## src/rtl/rgtp_pkg.sv

```systemverilog
// rgtp_pkg: types, constants and color helpers for the rectangle grid test pattern
// no dependencies
`default_nettype none
package rgtp_pkg;

   localparam int RES_W          = 11;
   localparam int MAX_RESOLUTION = 2047;
   localparam int OFFSET_W       = 24;
   localparam int COLOR_W        = 32;
   localparam int COUNT_W        = 3;
   localparam int CSR_IDX_W      = 3;
   localparam int CSR_DATA_W     = 32;

   typedef enum logic [CSR_IDX_W-1:0] {
      REG_X_RESOLUTION   = 3'd0,
      REG_Y_RESOLUTION   = 3'd1,
      REG_BITS_PER_PIXEL = 3'd2,
      REG_INDEXED_MODE   = 3'd3,
      REG_RECT_COUNT     = 3'd4,
      REG_FIRST_COLOR    = 3'd5,
      REG_COLOR_STEP     = 3'd6,
      REG_CHANNEL_LAYOUT = 3'd7
   } reg_index_type;

   // live configuration as seen by the datapath
   typedef struct packed {
      logic [RES_W-1:0] xres;
      logic [RES_W-1:0] yres;
      logic [5:0]       bpp;
      logic             indexed;
      logic [7:0]       count;
      logic [31:0]      first;
      logic [7:0]       step;
      logic [29:0]      layout;
   } cfg_type;

   // two restoring divisions that run side by side
   typedef struct packed {
      logic [1:0][RES_W-1:0] num;
      logic [1:0][RES_W-1:0] den;
      logic [1:0][RES_W-1:0] rem;
      logic [1:0][RES_W-1:0] quo;
   } div_type;

   typedef struct packed {
      logic [RES_W-1:0] x;
      logic [RES_W-1:0] y;
      logic [RES_W-1:0] w;
      logic [RES_W-1:0] h;
   } item_type;

   function automatic logic [31:0] low_mask(input logic [5:0] bits);
      logic [31:0] m;
      if (bits >= 6'd32) m = '1;
      else m = (32'd1 << bits) - 32'd1;
      return m;
   endfunction

   function automatic logic [31:0] channel(input logic [31:0] first, input logic [4:0] size,
                                          input logic [4:0] pos, input logic [31:0] adv);
      logic [31:0] m;
      logic [31:0] v;
      m = low_mask({1'b0, size});
      v = ((first >> pos) & m) + adv;
      return (v & m) << pos;
   endfunction

endpackage
`default_nettype wire

```

## src/rtl/rgtp_if.sv

```systemverilog
// rgtp channel interfaces: pixel request, result and register write
// uses rgtp_pkg
`default_nettype none
interface rgtp_req_if import rgtp_pkg::*; ();
   logic             valid;
   logic             ready;
   logic [RES_W-1:0] pixel_x;
   logic [RES_W-1:0] pixel_y;
   modport source (output valid, pixel_x, pixel_y, input ready);
   modport sink (input valid, pixel_x, pixel_y, output ready);
endinterface

interface rgtp_rsp_if import rgtp_pkg::*; ();
   logic                valid;
   logic                ready;
   logic                write_enable;
   logic [OFFSET_W-1:0] byte_offset;
   logic [COUNT_W-1:0]  byte_count;
   logic [COLOR_W-1:0]  pixel_color;
   modport source (output valid, write_enable, byte_offset, byte_count, pixel_color,
                   input ready);
   modport sink (input valid, write_enable, byte_offset, byte_count, pixel_color,
                 output ready);
endinterface

interface rgtp_csr_if import rgtp_pkg::*; ();
   logic                  valid;
   logic                  ready;
   logic [CSR_IDX_W-1:0]  index;
   logic [CSR_DATA_W-1:0] data;
   modport source (output valid, index, data, input ready);
   modport sink (input valid, index, data, output ready);
endinterface
`default_nettype wire

```

## src/rtl/rgtp_div_cell.sv

```systemverilog
// rgtp_div_cell: one restoring division step for two dividends, one bit per cell
// uses rgtp_pkg
`default_nettype none
module rgtp_div_cell import rgtp_pkg::*; #(
   parameter int BIT = 0
) (
   input  wire logic     clock,
   input  wire logic     reset,
   input  wire logic     advance,
   input  wire logic     in_valid,
   input  wire div_type  in_div,
   input  wire item_type in_item,
   output logic          out_valid,
   output div_type       out_div,
   output item_type      out_item
);
   logic     valid_ff;
   div_type  div_ff, div_in;
   item_type item_ff;
   logic [RES_W:0] trial;

   always_comb begin
      div_in = in_div;
      trial  = '0;
      for (int j = 0; j < 2; j++) begin
         trial = {in_div.rem[j], in_div.num[j][BIT]};
         if (trial >= {1'b0, in_div.den[j]}) begin
            trial              = trial - {1'b0, in_div.den[j]};
            div_in.quo[j][BIT] = 1'b1;
         end
         div_in.rem[j] = trial[RES_W-1:0];
      end
   end

   always_ff @(posedge clock) begin
      if (reset) begin
         valid_ff <= 1'b0;
      end else if (advance) begin
         valid_ff <= in_valid;
      end
   end

   always_ff @(posedge clock) begin
      if (advance) begin
         div_ff  <= div_in;
         item_ff <= in_item;
      end
   end

   assign out_valid = valid_ff;
   assign out_div   = div_ff;
   assign out_item  = item_ff;
endmodule
`default_nettype wire

```

## src/rtl/rgtp_color.sv

```systemverilog
// rgtp_color: offset and color stages after the grid position is known
// uses rgtp_pkg
`default_nettype none
module rgtp_color import rgtp_pkg::*; (
   input  wire logic             clock,
   input  wire logic             reset,
   input  wire logic             advance,
   input  wire cfg_type          cfg,
   input  wire logic             in_valid,
   input  wire item_type         in_item,
   input  wire logic [RES_W-1:0] col,
   input  wire logic [RES_W-1:0] row,
   output logic                  out_valid,
   output logic                  out_we,
   output logic [OFFSET_W-1:0]   out_offset,
   output logic [COUNT_W-1:0]    out_count,
   output logic [COLOR_W-1:0]    out_color
);
   logic [5:0]         bpp;
   logic [COUNT_W-1:0] bytes;
   logic               we;

   logic v1_ff, v2_ff, v3_ff, v4_ff;
   logic we1_ff, we2_ff, we3_ff;
   logic [2*RES_W-1:0] yx1_ff, lin2_ff;
   logic [RES_W-1:0]   x1_ff;
   logic [16:0]        idx1_ff, idx2_ff;
   logic [7:0]         col1_ff;
   logic [15:0]        cs1_ff, cs2_ff, cs3_ff, rs1_ff, rs2_ff, rs3_ff;
   logic [16:0]        crs1_ff, crs2_ff, crs3_ff;
   logic [OFFSET_W-1:0] off3_ff;
   logic [24:0]        idxs3_ff;
   logic               we4_ff;
   logic [OFFSET_W-1:0] off4_ff;
   logic [COLOR_W-1:0] color4_ff, color_in;
   logic [24:0]        off_full;

   always_comb begin
      if (cfg.bpp == 6'd0) bpp = 6'd1;
      else if (cfg.bpp > 6'd32) bpp = 6'd32;
      else bpp = cfg.bpp;
      bytes = COUNT_W'((bpp + 6'd7) >> 3);
   end

   assign we = (cfg.count != 8'd0) && (in_item.x < cfg.xres) && (in_item.y < cfg.yres)
               && (in_item.w != '0) && (in_item.h != '0)
               && (col < {3'd0, cfg.count}) && (row < {3'd0, cfg.count});

   assign off_full = 25'(lin2_ff) * 25'(bytes);

   always_comb begin
      if (cfg.indexed) begin
         color_in = (cfg.first + 32'(idxs3_ff)) & low_mask(bpp);
      end else begin
         color_in = channel(cfg.first, cfg.layout[29:25], cfg.layout[24:20], 32'(cs3_ff))
                  | channel(cfg.first, cfg.layout[19:15], cfg.layout[14:10], 32'(rs3_ff))
                  | channel(cfg.first, cfg.layout[9:5], cfg.layout[4:0], 32'(crs3_ff));
      end
      if (!we3_ff) color_in = '0;
   end

   always_ff @(posedge clock) begin
      if (reset) begin
         v1_ff <= 1'b0;
         v2_ff <= 1'b0;
         v3_ff <= 1'b0;
         v4_ff <= 1'b0;
      end else if (advance) begin
         v1_ff <= in_valid;
         v2_ff <= v1_ff;
         v3_ff <= v2_ff;
         v4_ff <= v3_ff;
      end
   end

   always_ff @(posedge clock) begin
      if (advance) begin
         // multiplies first, sums next, then scaling, color last
         we1_ff  <= we;
         x1_ff   <= in_item.x;
         yx1_ff  <= in_item.y * cfg.xres;
         col1_ff <= col[7:0];
         idx1_ff <= 17'(row[7:0] * cfg.count);
         cs1_ff  <= col[7:0] * cfg.step;
         rs1_ff  <= row[7:0] * cfg.step;
         crs1_ff <= ({1'b0, col[7:0]} + {1'b0, row[7:0]}) * cfg.step;

         we2_ff  <= we1_ff;
         lin2_ff <= yx1_ff + (2*RES_W)'(x1_ff);
         idx2_ff <= idx1_ff + 17'(col1_ff);
         cs2_ff  <= cs1_ff;
         rs2_ff  <= rs1_ff;
         crs2_ff <= crs1_ff;

         we3_ff   <= we2_ff;
         off3_ff  <= we2_ff ? off_full[OFFSET_W-1:0] : '0;
         idxs3_ff <= 25'(idx2_ff * cfg.step);
         cs3_ff   <= cs2_ff;
         rs3_ff   <= rs2_ff;
         crs3_ff  <= crs2_ff;

         we4_ff    <= we3_ff;
         off4_ff   <= off3_ff;
         color4_ff <= color_in;
      end
   end

   assign out_valid  = v4_ff;
   assign out_we     = we4_ff;
   assign out_offset = off4_ff;
   assign out_count  = bytes;
   assign out_color  = color4_ff;
endmodule
`default_nettype wire

```

## src/rtl/rectangle_grid_test_pattern_top.sv

```systemverilog
// rectangle_grid_test_pattern_top: 22 division cells, then 4 color stages
// throughput one pixel per cycle; the whole chain holds only when the result is stalled
// synchronous active-high reset clears the pipeline valids and loads register defaults
// uses rgtp_pkg, rgtp_if, rgtp_div_cell, rgtp_color
`default_nettype none
module rectangle_grid_test_pattern_top import rgtp_pkg::*; (
   input wire logic clock,
   input wire logic reset,
   rgtp_req_if.sink   req_bus,
   rgtp_rsp_if.source rsp_bus,
   rgtp_csr_if.sink   csr_bus
);
   logic [RES_W-1:0] xres_ff, yres_ff;
   logic [5:0]       bpp_ff;
   logic             indexed_ff;
   logic [7:0]       count_ff;
   logic [31:0]      first_ff;
   logic [7:0]       step_ff;
   logic [29:0]      layout_ff;
   cfg_type          cfg;
   logic             advance;

   logic     a_valid [RES_W+1];
   div_type  a_div   [RES_W+1];
   item_type a_item  [RES_W+1];
   logic     b_valid [RES_W+1];
   div_type  b_div   [RES_W+1];
   item_type b_item  [RES_W+1];

   assign csr_bus.ready = 1'b1;

   always_ff @(posedge clock) begin
      if (reset) begin
         xres_ff    <= 11'd1024;
         yres_ff    <= 11'd768;
         bpp_ff     <= 6'd8;
         indexed_ff <= 1'b1;
         count_ff   <= 8'd1;
         first_ff   <= 32'd0;
         step_ff    <= 8'd1;
         layout_ff  <= 30'd285483264;
      end else if (csr_bus.valid) begin
         unique case (reg_index_type'(csr_bus.index))
            REG_X_RESOLUTION:   xres_ff    <= csr_bus.data[RES_W-1:0];
            REG_Y_RESOLUTION:   yres_ff    <= csr_bus.data[RES_W-1:0];
            REG_BITS_PER_PIXEL: bpp_ff     <= csr_bus.data[5:0];
            REG_INDEXED_MODE:   indexed_ff <= csr_bus.data[0];
            REG_RECT_COUNT:     count_ff   <= csr_bus.data[7:0];
            REG_FIRST_COLOR:    first_ff   <= csr_bus.data;
            REG_COLOR_STEP:     step_ff    <= csr_bus.data[7:0];
            REG_CHANNEL_LAYOUT: layout_ff  <= csr_bus.data[29:0];
            default: ;
         endcase
      end
   end

   always_comb begin
      cfg.xres    = (32'(xres_ff) > MAX_RESOLUTION) ? RES_W'(MAX_RESOLUTION) : xres_ff;
      cfg.yres    = (32'(yres_ff) > MAX_RESOLUTION) ? RES_W'(MAX_RESOLUTION) : yres_ff;
      cfg.bpp     = bpp_ff;
      cfg.indexed = indexed_ff;
      cfg.count   = count_ff;
      cfg.first   = first_ff;
      cfg.step    = step_ff;
      cfg.layout  = layout_ff;
   end

   assign advance       = !rsp_bus.valid || rsp_bus.ready;
   assign req_bus.ready = advance;

   // first chain: rectangle width and height
   always_comb begin
      a_valid[0]       = req_bus.valid;
      a_div[0]         = '0;
      a_div[0].num[0]  = cfg.xres;
      a_div[0].num[1]  = cfg.yres;
      a_div[0].den[0]  = RES_W'(cfg.count);
      a_div[0].den[1]  = RES_W'(cfg.count);
      a_item[0]        = '0;
      a_item[0].x      = req_bus.pixel_x;
      a_item[0].y      = req_bus.pixel_y;
   end

   // second chain: column and row of the pixel
   always_comb begin
      b_valid[0]      = a_valid[RES_W];
      b_div[0]        = '0;
      b_div[0].num[0] = a_item[RES_W].x;
      b_div[0].num[1] = a_item[RES_W].y;
      b_div[0].den[0] = a_div[RES_W].quo[0];
      b_div[0].den[1] = a_div[RES_W].quo[1];
      b_item[0]       = a_item[RES_W];
      b_item[0].w     = a_div[RES_W].quo[0];
      b_item[0].h     = a_div[RES_W].quo[1];
   end

   for (genvar k = 0; k < RES_W; k++) begin : g_cells
      rgtp_div_cell #(.BIT(RES_W-1-k)) u_size_cell (
         .clock, .reset, .advance,
         .in_valid (a_valid[k]),   .in_div (a_div[k]),   .in_item (a_item[k]),
         .out_valid(a_valid[k+1]), .out_div(a_div[k+1]), .out_item(a_item[k+1])
      );
      rgtp_div_cell #(.BIT(RES_W-1-k)) u_pos_cell (
         .clock, .reset, .advance,
         .in_valid (b_valid[k]),   .in_div (b_div[k]),   .in_item (b_item[k]),
         .out_valid(b_valid[k+1]), .out_div(b_div[k+1]), .out_item(b_item[k+1])
      );
   end

   rgtp_color u_color (
      .clock, .reset, .advance, .cfg,
      .in_valid  (b_valid[RES_W]),
      .in_item   (b_item[RES_W]),
      .col       (b_div[RES_W].quo[0]),
      .row       (b_div[RES_W].quo[1]),
      .out_valid (rsp_bus.valid),
      .out_we    (rsp_bus.write_enable),
      .out_offset(rsp_bus.byte_offset),
      .out_count (rsp_bus.byte_count),
      .out_color (rsp_bus.pixel_color)
   );
endmodule
`default_nettype wire

```

## src/flat_wrapper.sv

```systemverilog
// flat-port wrapper written by rule: the top's interface ports become plain ports
module rectangle_grid_test_pattern_top_flat import rgtp_pkg::*;
  (clock, reset, req_bus_valid, req_bus_pixel_x, req_bus_pixel_y, req_bus_ready, rsp_bus_valid, rsp_bus_write_enable, rsp_bus_byte_offset, rsp_bus_byte_count, rsp_bus_pixel_color, rsp_bus_ready, csr_bus_valid, csr_bus_index, csr_bus_data, csr_bus_ready);
  rgtp_req_if req_bus_i ();
  rgtp_rsp_if rsp_bus_i ();
  rgtp_csr_if csr_bus_i ();
  input wire logic clock;
  input wire logic reset;
  input wire logic [$bits(req_bus_i.valid)-1:0] req_bus_valid;
  input wire logic [$bits(req_bus_i.pixel_x)-1:0] req_bus_pixel_x;
  input wire logic [$bits(req_bus_i.pixel_y)-1:0] req_bus_pixel_y;
  output wire logic [$bits(req_bus_i.ready)-1:0] req_bus_ready;
  output wire logic [$bits(rsp_bus_i.valid)-1:0] rsp_bus_valid;
  output wire logic [$bits(rsp_bus_i.write_enable)-1:0] rsp_bus_write_enable;
  output wire logic [$bits(rsp_bus_i.byte_offset)-1:0] rsp_bus_byte_offset;
  output wire logic [$bits(rsp_bus_i.byte_count)-1:0] rsp_bus_byte_count;
  output wire logic [$bits(rsp_bus_i.pixel_color)-1:0] rsp_bus_pixel_color;
  input wire logic [$bits(rsp_bus_i.ready)-1:0] rsp_bus_ready;
  input wire logic [$bits(csr_bus_i.valid)-1:0] csr_bus_valid;
  input wire logic [$bits(csr_bus_i.index)-1:0] csr_bus_index;
  input wire logic [$bits(csr_bus_i.data)-1:0] csr_bus_data;
  output wire logic [$bits(csr_bus_i.ready)-1:0] csr_bus_ready;
  assign req_bus_i.valid = req_bus_valid;
  assign req_bus_i.pixel_x = req_bus_pixel_x;
  assign req_bus_i.pixel_y = req_bus_pixel_y;
  assign req_bus_ready = req_bus_i.ready;
  assign rsp_bus_valid = rsp_bus_i.valid;
  assign rsp_bus_write_enable = rsp_bus_i.write_enable;
  assign rsp_bus_byte_offset = rsp_bus_i.byte_offset;
  assign rsp_bus_byte_count = rsp_bus_i.byte_count;
  assign rsp_bus_pixel_color = rsp_bus_i.pixel_color;
  assign rsp_bus_i.ready = rsp_bus_ready;
  assign csr_bus_i.valid = csr_bus_valid;
  assign csr_bus_i.index = csr_bus_index;
  assign csr_bus_i.data = csr_bus_data;
  assign csr_bus_ready = csr_bus_i.ready;
  rectangle_grid_test_pattern_top u_core (.clock(clock), .reset(reset), .req_bus(req_bus_i), .rsp_bus(rsp_bus_i), .csr_bus(csr_bus_i));
endmodule
```

## config.mk

```make
export PLATFORM = sky130hd
export DESIGN_NAME = rectangle_grid_test_pattern_top_flat
export DESIGN_NICKNAME = d
export VERILOG_FILES = /design/src/rtl/rgtp_pkg.sv /design/src/rtl/rgtp_if.sv /design/src/rtl/rgtp_div_cell.sv /design/src/rtl/rgtp_color.sv /design/src/rtl/rectangle_grid_test_pattern_top.sv /design/src/flat_wrapper.sv
export SDC_FILE = /design/constraint.sdc
export NUM_CORES = 2
export LEC_CHECK = 0
export BUFFER_PORTS_ARGS = -buffer_cell sky130_fd_sc_hd__buf_2
export CELL_PAD_IN_SITES_DETAIL_PLACEMENT = 0
export CELL_PAD_IN_SITES_GLOBAL_PLACEMENT = 2
export CORE_MARGIN = 1
export CORE_UTILIZATION = 46
export CTS_BUF_LIST = sky130_fd_sc_hd__clkbuf_8
export CTS_CLUSTER_DIAMETER = 100
export DETAILED_ROUTE_END_ITERATION = 10
export GPL_ROUTABILITY_DRIVEN = 0
export HOLD_SLACK_MARGIN = 0.05
export MAX_ROUTING_LAYER = met4
export PLACE_DENSITY = 0.87
export SLEW_MARGIN = 20
export SYNTH_ARGS = -nofsm -noshare
export SYNTH_HDL_FRONTEND = slang
export SYNTH_SLANG_ARGS = --single-unit
```

## constraint.sdc

```tcl
create_clock -name clock -period 69.3 [get_ports clock]
set_clock_uncertainty 0.2 [all_clocks]
set_input_delay 0 -clock clock [delete_from_list [all_inputs] [get_ports clock]]
set_output_delay 0 -clock clock [all_outputs]
set_load 0.05 [all_outputs]
```

==> summary.md <==
| Metric | Value |
|---|---|
| IO Port Bufs | `between 100 and 150` |
| Worst-path fanout max | `34` |
| Die Y | `around 520 microns` |
| Root buffer cell | `clkbuf_8` |
| Fin crit share | `0.1127` |
| Vias in the first global route | `roughly 85000` |
| Initial DRC Count | `6991` |
| Combinational cell fraction of total power | `0.197` |
| Post-synthesis sequential area ratio | `0.4985` |
| Post-DRT Antenna Nets | `0` |
| Top post-synthesis cells by count | `edfxtp_1, nand2_1, inv_1` |
| Router iterations before antenna repair | `7` |
| Unrepaired setup endpoints after global routing | `false` |
| Postcts setup bufs | `0` |
| Max Cap Violations | `0` |
| Max VDD drop | `0.00002063 V` |
| Cell mode on critical path | `o21ai_0` |
| Max Slew Vio Count | `0` |
| Core region area | `approximately 270000 sq um` |
| Warnings, synthesis | `0` |
| Top-count cell post-synth | `edfxtp_1` |
| Crit path DAT | `approximately 8.3 ns` |
| Cell internal pwr | `0.002436 W` |
| TritonCTS buffer count | `between 300 and 400` |
| Vias post-DR | `roughly 85000` |
| Setup violators final | `0` |
| Critical path's slowest cell | `o21ai_0` |
| Clk slew on worst S/H paths | `roughly 0.060 ns` |
| Synth top area cells | `edfxtp_1, ha_1, fa_1` |
| Drt wl/cell | `about 22 microns` |
| Syn_area_per_cell | `approximately 11 sq um` |
| Cts hold-fix bufs | `between 150 and 200` |
| Leak | `around 59 nW` |
| Clk network pwr share | `0.312` |
| Via/cell ratio | `5.632` |
| DP Area | `approximately 130000 sq um` |
| Nets | `12570` |
| Area leader, netlist | `edfxtp_1` |
| Width of the die | `between 500 and 600 microns` |
| P_sw | `between 0.001 and 0.0015 W` |
| Total negative slack for setup checks | `0 ns` |
| Worst-Skew Late Latency | `between 1 and 1.5 ns` |
| CTS H-tree lvls | `5` |
| Slew HR | `0.08945` |
| Rows | `190` |
| Post-synth EDFFs | `roughly 2000` |
| PwrDens | `around 25 nW/um^2` |
| Outcome | `complete, no violations` |
| I/O Pins | `approximately 130` |
| Post-synth ARST share | `0` |
| Worst path top cell family by delay | `compound AO/OA/AOI/OAI gates` |
| Number of remaining DRC errors | `0` |
| Top cell type's share of synthesized area | `0.4770` |
| First-pass GRT wire length | `497.5 mm` |
| Pin slew with the least headroom to its limit | `1.352 ns` |
| Antenna violations before repair | `9` |
| GRT Total Usage | `0.2440` |
| Sequence of cells on the critical path | `clkinv_1, buf_4, a2bb2oi_1, a32oi_1, a211oi_1, fa_1, a211oi_1, o21ai_0, a31oi_1, xnor2_1, nand2_1, o21ai_0, mux4_2, o21ai_0, o21ai_0, nor2_1, a211oi_1` |
| Mapped Area | `approximately 120000 sq um` |
| Synth Flop Type | `edfxtp_1` |
| Initial core utilization | `0.4624` |
| Cell area after layout | `136900 sq um` |
| Layout cells sized above 1 | `0.09651` |
| Detailed placement HPWL | `~240 mm` |
| Seq cells post-synth | `between 2000 and 2500` |
| Required time of the critical path | `about 70 ns` |
| Largest net degree at the start of global routing | `170` |
| Total Routed Length | `327.0 mm` |
| Post-synthesis instance total | `between 10000 and 15000` |
| CP Buf/Inv Count | `2` |
| Grt ovf | `0` |
| Max incr delay on CP | `0.88 ns` |
| Setup crit end kind | `flip-flop` |
| CTS max path bufs | `4` |
| Crit Path Class | `flip-flop to flip-flop` |
| CTS sink count | `around 2100` |
| Minimum clock period | `7.810 ns` |
| Share of power burned in registers | `0.491` |
| Sw Ratio | `0.2958` |
| Final Hold Vio Count | `0` |
| Synth unique cells | `100` |
| Max Freq | `roughly 130 MHz` |
| Post-cts sizing count | `0` |
| CTS tree | `built` |
| Critical Path Source Type | `flip-flop` |
| Hold Path Class | `input port to flip-flop` |
| Die ar. | `roughly 270000 sq um` |
| Layout area overhead | `10.46%` |
## cell families (layout without fill, tap and decap cells)
family / Yosys count / in the layout / synth area share
and+or+nand+nor: 3229 / 3229 / 0.1259
AOI/OAI and AO/OA: 2113 / 2113 / 0.1090
DFF: 2101 / 2101 / 0.4985
buffers and inverters: 1484 / 2096 / 0.04597
adders and majority gates: 1191 / 1191 / 0.1435
muxes: 488 / 488 / 0.05051
xor gates and xnor gates: 375 / 375 / 0.02651
other: 1 / 7 / 0.00003027
## flip-flops by register name, indices dropped and copies added (netlist names), 17 cells and up
name	cells
u_core.g_cells.u_pos_cell.out_item	352
u_core.u_color.idxs3_ff	25
u_core.u_color.off3_ff	24
u_core.u_color.idx2_ff	17
u_core.u_color.yx1_ff	22
u_core.layout_ff	30
u_core.g_cells.u_size_cell.out_item	242
u_core.u_color.out_color	32
u_core.u_color.crs3_ff	17
u_core.first_ff	32
u_core.u_color.lin2_ff	22
u_core.g_cells.u_pos_cell.out_div	484
u_core.u_color.crs2_ff	17
u_core.u_color.out_offset	24
u_core.u_color.crs1_ff	17
u_core.g_cells.u_size_cell.out_div	538
## stage by stage
step | std cells | hold WS (ns) | power (W) | setup slack, ns | utilization
floorplan | 10980 | -0.1011 | 0.002167 | 11.75 | -
global placement | 14340 | -0.02345 | 0.002370 | 62.00 | 0.4783
detailed placement | 14340 | -0.02191 | 0.002382 | 61.95 | 0.4784
CTS | 15150 | 0.05176 | 0.003495 | 61.94 | 0.5105
global route | 15150 | 0.1243 | 0.003641 | 61.27 | 0.5108
finish | 15150 | 0.1551 | 0.003459 | 61.49 | 0.5108
## power groups by stage
| stage | Clock [W] | Combinational [W] | Sequential, W |
|---|---|---|---|
| after detailed placement | 0 | 0.000662 | 0.00172 |
| final | 0.00108 | 0.000682 | 0.00170 |
| after global routing | 0.00117 | 0.000761 | 0.00171 |
| after floorplan | 0 | 0.000497 | 0.00167 |
| after CTS | 0.00112 | 0.000679 | 0.00170 |
| after global placement | 0 | 0.000650 | 0.00172 |
## layout make-up
| cell class | instances | area, sq um |
|---|---|---|
| clock inverters | 280 | 1948 |
| well taps | 3552 | 4444 |
| clock buffers | 354 | 4872 |
| fillers | 23350 | 131100 |
| inverters | 1039 | 3908 |
| diodes | 5 | 12.51 |
| repair buffers | 423 | 3393 |
| flip-flops and latches | 2101 | 61780 |
| multi-input cells | 7398 | 56490 |
## metal layers
metal  part of all wire  GRT usage  up-vias
li1                   -          -    39950
met1               0.41     0.2943    41550
met2               0.47     0.3960     2928
met3              0.063    0.04030      913
met4              0.056     0.1234        0
met5                  0          -        -
## worst reg2reg max path, stage by stage (launching register included)
cell       delay (ns)
dfxtp_2          0.83
clkinv_1         0.77
buf_4            0.49
a2bb2oi_1        0.20
a32oi_1          0.70
a211oi_1         0.26
fa_1             0.50
a211oi_1         0.32
o21ai_0          0.29
a31oi_1          0.26
xnor2_1          0.17
nand2_1          0.08
o21ai_0          0.88
mux4_2           0.44
o21ai_0          0.17
o21ai_0          0.22
nor2_1           0.06
a211oi_1         0.66
## cells in the final DEF, fill, tap and decap left out, drive strengths merged, types with 139 or more instances in the layout
| master | n |
|---|---|
| a21o | 216 |
| a21oi | 576 |
| and2 | 338 |
| buf | 248 |
| clkbuf | 354 |
| clkinv | 150 |
| dlygate4sd3 | 175 |
| edfxtp | 1968 |
| fa | 384 |
| ha | 807 |
| inv | 1135 |
| mux2 | 205 |
| mux2i | 195 |
| nand2 | 1068 |
| nand2b | 174 |
| nand3 | 139 |
| nor2 | 729 |
| nor2b | 182 |
| nor3 | 167 |
| o21ai | 533 |
| xnor2 | 224 |
| xor2 | 151 |
## path summary, 6_finish.rpt
check / startpoint / to / slack [ns] / cells after the start
max: u_core.layout_ff[0] / u_core.u_color.out_color[8] / 61.49 / 17
min: csr_bus_data[19] / u_core.first_ff[19] / 0.16 / 5
max reg2reg: u_core.layout_ff[0] / u_core.u_color.out_color[8] / 61.49 / 17
min reg2reg: u_core.g_cells[8].u_size_cell.out_item[28] / u_core.g_cells[9].u_size_cell.out_item[28] / 0.19 / 0
Note: power is estimated with default switching activity, not from simulation.
